[config.mk]
export PLATFORM = sky130hd
export DESIGN_NAME = uart_ring_buffer_dma_dispatch_top
export DESIGN_NICKNAME = d
export VERILOG_FILES = /design/src/hdl/urbd_pkg.sv /design/src/hdl/urbd_tx_ctrl.sv /design/src/hdl/urbd_rx_ring.sv /design/src/hdl/uart_ring_buffer_dma_dispatch_top.sv
export SDC_FILE = /design/constraint.sdc
export NUM_CORES = 2
export LEC_CHECK = 0
export ABC_AREA = 0
export ABC_CLOCK_PERIOD_IN_PS = 9800
export BUFFER_PORTS_ARGS = -buffer_cell sky130_fd_sc_hd__buf_2
export CAP_MARGIN = 20
export CORE_UTILIZATION = 55
export DETAILED_ROUTE_END_ITERATION = 7
export GPL_TIMING_DRIVEN = 0
export PLACE_DENSITY_LB_ADDON = 0.12
export SLEW_MARGIN = 15
export SYNTH_ARGS = -nofsm -noshare
export SYNTH_HDL_FRONTEND = slang
export SYNTH_SLANG_ARGS = --single-unit
[constraint.sdc]
create_clock -name clk -period 9.8 [get_ports clk]
set_input_delay 0.98 -clock clk [delete_from_list [all_inputs] [get_ports clk]]
set_output_delay 0.98 -clock clk [all_outputs]
set_load 0.02 [all_outputs]
[src/hdl/urbd_pkg.sv]
// ----------------------------------------------------------------------------
// urbd_pkg: shared types and constants for the UART ring buffer block
// Ring depths, pointer widths, event codes and the word layouts of both
// channels and of the transmit status that passes between modules.
// ----------------------------------------------------------------------------
package urbd_pkg;

  localparam int TX_DEPTH = 256;
  localparam int RX_DEPTH = 256;

  localparam int TX_AW = $clog2(TX_DEPTH);
  localparam int TX_LW = $clog2(TX_DEPTH + 1);
  localparam int RX_AW = $clog2(RX_DEPTH);

  localparam logic [TX_AW-1:0] TX_LAST = TX_AW'(TX_DEPTH - 1);
  localparam logic [RX_AW-1:0] RX_LAST = RX_AW'(RX_DEPTH - 1);

  // event codes carried in the mode field
  localparam logic [1:0] MODE_WRITE = 2'd0;
  localparam logic [1:0] MODE_DONE  = 2'd1;
  localparam logic [1:0] MODE_RECV  = 2'd2;
  localparam logic [1:0] MODE_READ  = 2'd3;

  typedef struct packed {
    logic [1:0] mode;
    logic [7:0] data_byte;
  } in_word_t;

  typedef struct packed {
    logic [7:0] read_byte;
    logic [7:0] rx_count;
    logic       start_transfer;
    logic [7:0] segment_offset;
    logic [8:0] segment_length;
    logic       tx_busy;
    logic       write_refused;
    logic       write_dropped;
  } out_word_t;

  typedef struct packed {
    logic       start_transfer;
    logic [7:0] segment_offset;
    logic [8:0] segment_length;
    logic       tx_busy;
    logic       write_refused;
    logic       write_dropped;
  } tx_stat_t;

endpackage

[src/hdl/urbd_tx_ctrl.sv]
// ----------------------------------------------------------------------------
// urbd_tx_ctrl: transmit ring pointers and segment dispatch
// Tracks read/write positions, the end of the outstanding segment and the
// busy flag; produces the status for the word being processed.
// ----------------------------------------------------------------------------
module urbd_tx_ctrl (
  input  logic              clk,
  input  logic              rst_n,
  input  logic              step,
  input  logic [1:0]        mode,
  output urbd_pkg::tx_stat_t stat_nxt
);

  logic [urbd_pkg::TX_AW-1:0] rp_r, rp_nxt;
  logic [urbd_pkg::TX_AW-1:0] wp_r, wp_nxt;
  logic [urbd_pkg::TX_AW-1:0] end_r, end_nxt;
  logic                       busy_r, busy_nxt;
  logic [urbd_pkg::TX_AW-1:0] wp_inc;
  logic [urbd_pkg::TX_AW-1:0] seg_off;
  logic [urbd_pkg::TX_LW-1:0] seg_len;
  logic                       try_dispatch;
  logic                       start;
  logic                       refused;
  logic                       dropped;

  always_comb begin
    wp_inc       = (wp_r == urbd_pkg::TX_LAST) ? '0 : urbd_pkg::TX_AW'(wp_r + 1'b1);
    rp_nxt       = rp_r;
    wp_nxt       = wp_r;
    end_nxt      = end_r;
    busy_nxt     = busy_r;
    refused      = 1'b0;
    dropped      = 1'b0;
    try_dispatch = 1'b0;
    start        = 1'b0;
    seg_off      = '0;
    seg_len      = '0;

    unique case (mode)
      urbd_pkg::MODE_WRITE: begin
        if (busy_r) begin
          refused = 1'b1;
        end else begin
          // full ring keeps one slot spare: byte is lost
          if (wp_inc == rp_r) begin
            dropped = 1'b1;
          end else begin
            wp_nxt = wp_inc;
          end
          try_dispatch = 1'b1;
        end
      end
      urbd_pkg::MODE_DONE: begin
        if (busy_r) begin
          busy_nxt     = 1'b0;
          rp_nxt       = end_r;
          try_dispatch = 1'b1;
        end
      end
      urbd_pkg::MODE_RECV,
      urbd_pkg::MODE_READ: begin
      end
      default: begin
      end
    endcase

    if (try_dispatch && (wp_nxt != rp_nxt)) begin
      start    = 1'b1;
      seg_off  = rp_nxt;
      busy_nxt = 1'b1;
      if (wp_nxt > rp_nxt) begin
        seg_len = urbd_pkg::TX_LW'(wp_nxt - rp_nxt);
        end_nxt = wp_nxt;
      end else begin
        // wrapped data: run to the end of the store
        seg_len = urbd_pkg::TX_LW'(urbd_pkg::TX_DEPTH) - urbd_pkg::TX_LW'(rp_nxt);
        end_nxt = '0;
      end
    end
  end

  always_ff @(posedge clk) begin
    if (!rst_n) begin
      rp_r   <= '0;
      wp_r   <= '0;
      end_r  <= '0;
      busy_r <= 1'b0;
    end else if (step) begin
      rp_r   <= rp_nxt;
      wp_r   <= wp_nxt;
      end_r  <= end_nxt;
      busy_r <= busy_nxt;
    end
  end

  assign stat_nxt.start_transfer = start;
  assign stat_nxt.segment_offset = 8'(seg_off);
  assign stat_nxt.segment_length = 9'(seg_len);
  assign stat_nxt.tx_busy        = busy_nxt;
  assign stat_nxt.write_refused  = refused;
  assign stat_nxt.write_dropped  = dropped;

endmodule

[src/hdl/urbd_rx_ring.sv]
// ----------------------------------------------------------------------------
// urbd_rx_ring: receive ring store and pointers
// Appends received bytes, serves host reads through a registered read port
// and reports the fill count after each word.
// ----------------------------------------------------------------------------
module urbd_rx_ring (
  input  logic       clk,
  input  logic       rst_n,
  input  logic       step,
  input  logic [1:0] mode,
  input  logic [7:0] data_byte,
  output logic [7:0] count_nxt,
  output logic [7:0] read_byte
);

  logic [7:0]                 mem [urbd_pkg::RX_DEPTH];
  logic [urbd_pkg::RX_DEPTH-1:0] vld_r;
  logic [urbd_pkg::RX_AW-1:0] rp_r, rp_nxt;
  logic [urbd_pkg::RX_AW-1:0] wp_r, wp_nxt;
  logic [urbd_pkg::RX_AW-1:0] diff;
  logic [7:0]                 rd_data_r;
  logic                       rd_hit_r;
  logic                       is_recv;
  logic                       is_read;

  assign is_recv = (mode == urbd_pkg::MODE_RECV);
  assign is_read = (mode == urbd_pkg::MODE_READ);

  always_comb begin
    rp_nxt = rp_r;
    wp_nxt = wp_r;
    if (is_recv) begin
      // no overflow check: a full ring reads as empty
      wp_nxt = (wp_r == urbd_pkg::RX_LAST) ? '0 : urbd_pkg::RX_AW'(wp_r + 1'b1);
    end
    if (is_read && (rp_r != wp_r)) begin
      rp_nxt = (rp_r == urbd_pkg::RX_LAST) ? '0 : urbd_pkg::RX_AW'(rp_r + 1'b1);
    end
    if (wp_nxt >= rp_nxt) begin
      diff = urbd_pkg::RX_AW'(wp_nxt - rp_nxt);
    end else begin
      diff = urbd_pkg::RX_AW'(urbd_pkg::RX_DEPTH - int'(rp_nxt) + int'(wp_nxt));
    end
    count_nxt = (int'(diff) > 255) ? 8'hff : 8'(diff);
  end

  always_ff @(posedge clk) begin
    if (!rst_n) begin
      rp_r  <= '0;
      wp_r  <= '0;
      vld_r <= '0;
    end else if (step) begin
      rp_r <= rp_nxt;
      wp_r <= wp_nxt;
      if (is_recv) begin
        vld_r[wp_r] <= 1'b1;
      end
    end
  end

  // store array and registered read port; an unwritten entry reads as zero
  always_ff @(posedge clk) begin
    if (step && is_recv) begin
      mem[wp_r] <= data_byte;
    end
    if (step) begin
      rd_data_r <= mem[rp_r];
    end
  end

  always_ff @(posedge clk) begin
    if (!rst_n) begin
      rd_hit_r <= 1'b0;
    end else if (step) begin
      rd_hit_r <= is_read && vld_r[rp_r];
    end
  end

  assign read_byte = rd_hit_r ? rd_data_r : 8'h00;

endmodule

[src/hdl/uart_ring_buffer_dma_dispatch_top.sv]
// ----------------------------------------------------------------------------
// uart_ring_buffer_dma_dispatch_top: UART rings with transmit segment dispatch
// Input register, pointer logic for both rings and a result register.
// ----------------------------------------------------------------------------
// One result word per input word. The block takes a word every cycle while
// the result register is free to take a result; a word is held in the input
// register and its result is then registered in the result register. The rate
// is set by the pointer update of each ring and the one registered read of
// the receive store per word. After reset the receive store reads as zeros
// through per-entry valid bits, so no clearing pass is needed.
module uart_ring_buffer_dma_dispatch_top (
  input  logic                clk,
  input  logic                rst_n,
  input  logic                in_valid,
  output logic                in_ready,
  input  urbd_pkg::in_word_t  in_data,
  output logic                out_valid,
  input  logic                out_ready,
  output urbd_pkg::out_word_t out_data
);

  urbd_pkg::in_word_t in_r;
  logic               in_valid_r;
  logic               out_valid_r;
  logic               out_free;
  logic               step;
  urbd_pkg::tx_stat_t tx_nxt;
  urbd_pkg::tx_stat_t tx_r;
  logic [7:0]         count_nxt;
  logic [7:0]         count_r;
  logic [7:0]         rd_byte;

  assign out_free = !out_valid_r || out_ready;
  assign step     = in_valid_r && out_free;
  assign in_ready = !in_valid_r || out_free;

  always_ff @(posedge clk) begin
    if (!rst_n) begin
      in_valid_r <= 1'b0;
    end else if (in_ready) begin
      in_valid_r <= in_valid;
    end
  end

  always_ff @(posedge clk) begin
    if (in_ready && in_valid) begin
      in_r <= in_data;
    end
  end

  urbd_tx_ctrl u_tx (
    .clk      (clk),
    .rst_n    (rst_n),
    .step     (step),
    .mode     (in_r.mode),
    .stat_nxt (tx_nxt)
  );

  urbd_rx_ring u_rx (
    .clk       (clk),
    .rst_n     (rst_n),
    .step      (step),
    .mode      (in_r.mode),
    .data_byte (in_r.data_byte),
    .count_nxt (count_nxt),
    .read_byte (rd_byte)
  );

  always_ff @(posedge clk) begin
    if (!rst_n) begin
      out_valid_r <= 1'b0;
    end else if (out_free) begin
      out_valid_r <= step;
    end
  end

  always_ff @(posedge clk) begin
    if (step) begin
      tx_r    <= tx_nxt;
      count_r <= count_nxt;
    end
  end

  assign out_valid               = out_valid_r;
  assign out_data.read_byte      = rd_byte;
  assign out_data.rx_count       = count_r;
  assign out_data.start_transfer = tx_r.start_transfer;
  assign out_data.segment_offset = tx_r.segment_offset;
  assign out_data.segment_length = tx_r.segment_length;
  assign out_data.tx_busy        = tx_r.tx_busy;
  assign out_data.write_refused  = tx_r.write_refused;
  assign out_data.write_dropped  = tx_r.write_dropped;

  // a refused write leaves the transfer outstanding
  a_refused_busy: assert property (@(posedge clk) disable iff (!rst_n)
    out_valid && out_data.write_refused |-> out_data.tx_busy)
    else $error("refused write without busy transfer");

  // a requested segment is never empty and marks the transfer busy
  a_start_len: assert property (@(posedge clk) disable iff (!rst_n)
    out_valid && out_data.start_transfer |->
      out_data.tx_busy && (out_data.segment_length != 9'd0))
    else $error("segment request with no length or not busy");

  a_drop_refuse: assert property (@(posedge clk) disable iff (!rst_n)
    out_valid |-> !(out_data.write_dropped && out_data.write_refused))
    else $error("write both dropped and refused");

  a_reset_idle: assert property (@(posedge clk)
    !rst_n |=> !out_valid && in_ready)
    else $error("result pending after reset");

endmodule

==> metrics.txt <==
crit start category flop; worst clock skew 0.0362 ns; ys flop type edfxtp_1; Final ANT Viol Nets 0; worst hold margin 0.280 ns; Die ar. 171000 um2; cell area after layout 106000 um2; Placement Cell Area 98100 um2; worst-path fanout max 10; leading post-synthesis cells by cell area edfxtp_1, mux4_2, dfxtp_1, o21a_1, nor2_1; CP max stage delay 0.71 ns; Reg area 68900 um2; period utilisation layout 56.2%; gr usage total 34.5%; Ys Warns 0; reg2reg start u_rx.rp_r[0]; first-pass GRT wire length approximately 400 mm; Syn Area/Cell 19.5 um2; Switching Share between 20 and 25%; Max Cap Viol 0; Post-CTS Resized 0; # setup viols final 0; setup bufs post-CTS 0; Cell Pwr Density 204 nW/um2; register-to-register setup slack 4.29 ns; # fillers between 10000 and 15000; drt wl/cell 38.2 um; number of CTS-inserted buffers 230; Slew HR approximately 7%; clock share of power 42.6%; Peak Freq about 0.18 GHz; Die Wd 413 um; crit path cell chain buf_6 > buf_6 > buf_2 > buf_2 > mux4_2 > a22oi_1 > a21oi_1 > nor2_1 > o221ai_1 > a22oi_1 > o221ai_1; Max Slew Vio Count 0; hold path depth 1; CP max stage cell buf_2; DP Wirelength 205 mm; P_leak ~34 nW; total power 21.6 mW; Hold-fix buffers, CTS 0; Yosys reg bits 2395; Critical Path Sink Type flop; critical setup path kind flop to flop; synth cell count leaders edfxtp_1, mux4_2, nor2_1; Final Hold Viols 0; leading area contributor after synthesis edfxtp_1; fin cells 7630; initial antenna violation count 6; Hold Crit Start in_data[0]; Unique masters post-synth 73; Mapped Area a little over 90000 um2; Hold Crit Class input pin to flop; nets 5251; share of the synthesized area in the top cell type 67.7%; Internal Power 16.8 mW; CTS root buf clkbuf_16; number of global-route vias before repair roughly 50000; RSZ-0062 raised after global routing no; final wirelength about 290 mm; Synthesized Nets 4814; Vias/cell 6.86; # rows 150; min Tclk post-route 5.51 ns; Reg power frac 51.4%; Tightest Pin Transition 1.39 ns; final RePlAce weighted congestion 1.05; die height 413 um; drt pass-1 iters 6; share of post-route cells with drive strength above 1 23.9%; DRC Markers 0; EDFF count, synth between 2000 and 2500; placed insts 7159; Peak VDD IR 0.178 mV; register area share after synthesis around 74%; Max clock buf depth 3; worst endpoint required time 10.39 ns; DR vias 52300; cells after synthesis 4776; detailed router's first-iteration violation count 7996; core area 168000 um2; Worst Reg2Reg Path Length in Cells 11; port bufs 52; Layout area overhead 14.1%; TritonCTS clock tree built; gr ovfl total 0; Setup TNS 0 ns; Reg-to-Reg End u_rx.rd_data_r[7]; top-count cell post-synth edfxtp_1; multi-input logic area roughly 22000 um2; Hold Path Sink in_r[0]; I/O pin count 53; clock slew at reported path FFs 0.07 ns; Initial Util 55.5%; Net Switching 4.84 mW; status finished, final reports clean; Async SR Flop Fraction 0%; clock latency on the worst-skew pair 0.90 ns; Sink Count 2395; largest net degree at the start of global routing 47; CP arrival 6.10 ns; Combinational Power Share under 10%; H-tree Lvls 4
-- sequential cells by signal, summed over array words and instances (netlist names) --
name / flops
u_tx.wp_r: 8
u_rx.wp_r: 8
in_r: 10
out_valid: 1
u_tx.end_r: 8
in_valid_r: 1
u_rx.rd_data_r: 8
u_rx.mem: 2048
u_tx.rp_r: 8
u_rx.rp_r: 8
out_data: 21
u_rx.rd_hit_r: 1
u_tx.busy_r: 1
u_rx.vld_r: 256
count_r: 8
-- power by group through the flow --
| stage | logic, mW | clock network (mW) | registers [mW] |
|---|---|---|---|
| 2_1_floorplan | 0.623 | 0 | 11.4 |
| 3_3_place_gp | 1.05 | 0 | 11.5 |
| 3_5_place_dp | 1.27 | 0 | 11.3 |
| 4_1_cts | 1.27 | 9.23 | 11.1 |
| 5_1_grt | 1.33 | 9.61 | 11.1 |
| 6_report | 1.30 | 9.23 | 11.1 |
-- through the flow --
step / utilization (%) / setup WS [ns]
after floorplan: - / 5.40
after global placement: 57.3 / 1.71
after detailed placement: 58.5 / 4.45
after CTS: 63.2 / 4.43
after global routing: 63.3 / 4.07
final: 63.3 / 4.29
-- per-layer routing --
metal	GRT usage [%]	up-vias	share of wire (%)
met5	0	-	0.078
li1	-	20500	-
met1	46.7	27500	37
met2	51.3	3540	45
met3	9.72	716	12
met4	17.9	6	6.1
-- cells by family after synthesis --
logic type                 count (synthesis)  synth area share [%]
DFF                                     2395                  74.1
AOI/OAI and AO/OA                        744                  5.90
and+or+nand+nor                          624                  2.97
muxes                                    613                  14.4
buffers and inverters                    329                  1.79
xor gates and xnor gates                  47                 0.443
adders and majority gates                 24                 0.339
-- layout make-up --
type | instances | area share (%)
Antenna cell | 3 | 0.00707
Buffer | 310 | 1.53
Clock buffer | 298 | 5.80
Clock inverter | 144 | 1.59
Inverter | 19 | 0.0672
Multi-Input combinational cell | 2052 | 21.2
Sequential cell | 2395 | 64.9
Tap cell | 2204 | 2.60
Timing Repair Buffer | 205 | 2.29
-- worst max-delay path, delay by kind of cell, from the launching register on --
family | cells | cell delay [ns]
AO/OA/AOI/OAI | 5 | 1.79
flip-flops | 1 | 0.38
AND/OR/NAND/NOR | 1 | 0.68
multiplexers | 1 | 0.61
buffers and inverters | 4 | 1.70
-- layout by cell type, fill, tap and decap left out, types with 60 or more instances in the layout --
| master | instances |
|---|---|
| o21a_1 | 260 |
| clkbuf_16 | 230 |
| a221oi_1 | 60 |
| mux4_2 | 568 |
| a22oi_1 | 129 |
| clkbuf_1 | 210 |
| edfxtp_1 | 2095 |
| buf_2 | 113 |
| nand2_1 | 78 |
| buf_4 | 83 |
| nor2_1 | 343 |
| buf_8 | 71 |
| a22o_1 | 61 |
| a21oi_1 | 98 |
| dfxtp_1 | 300 |
-- worst max-delay path by stage --
| stage | from | end | slack, ns | depth (start not counted) |
|---|---|---|---|---|
| 2_1_floorplan | u_tx.wp_r[0] | out_data[7] | 5.40 | 18 |
| 3_3_place_gp | in_r[2] | u_rx.mem[144][2] | 1.71 | 0 |
| 3_5_place_dp | u_tx.wp_r[0] | out_data[7] | 4.45 | 20 |
| 4_1_cts | u_tx.wp_r[0] | out_data[7] | 4.43 | 20 |
| 5_1_grt | u_tx.wp_r[0] | out_data[8] | 4.07 | 20 |
| 6_report | u_rx.rp_r[0] | u_rx.rd_data_r[7] | 4.29 | 11 |
Power figures use the tool's default switching activity.
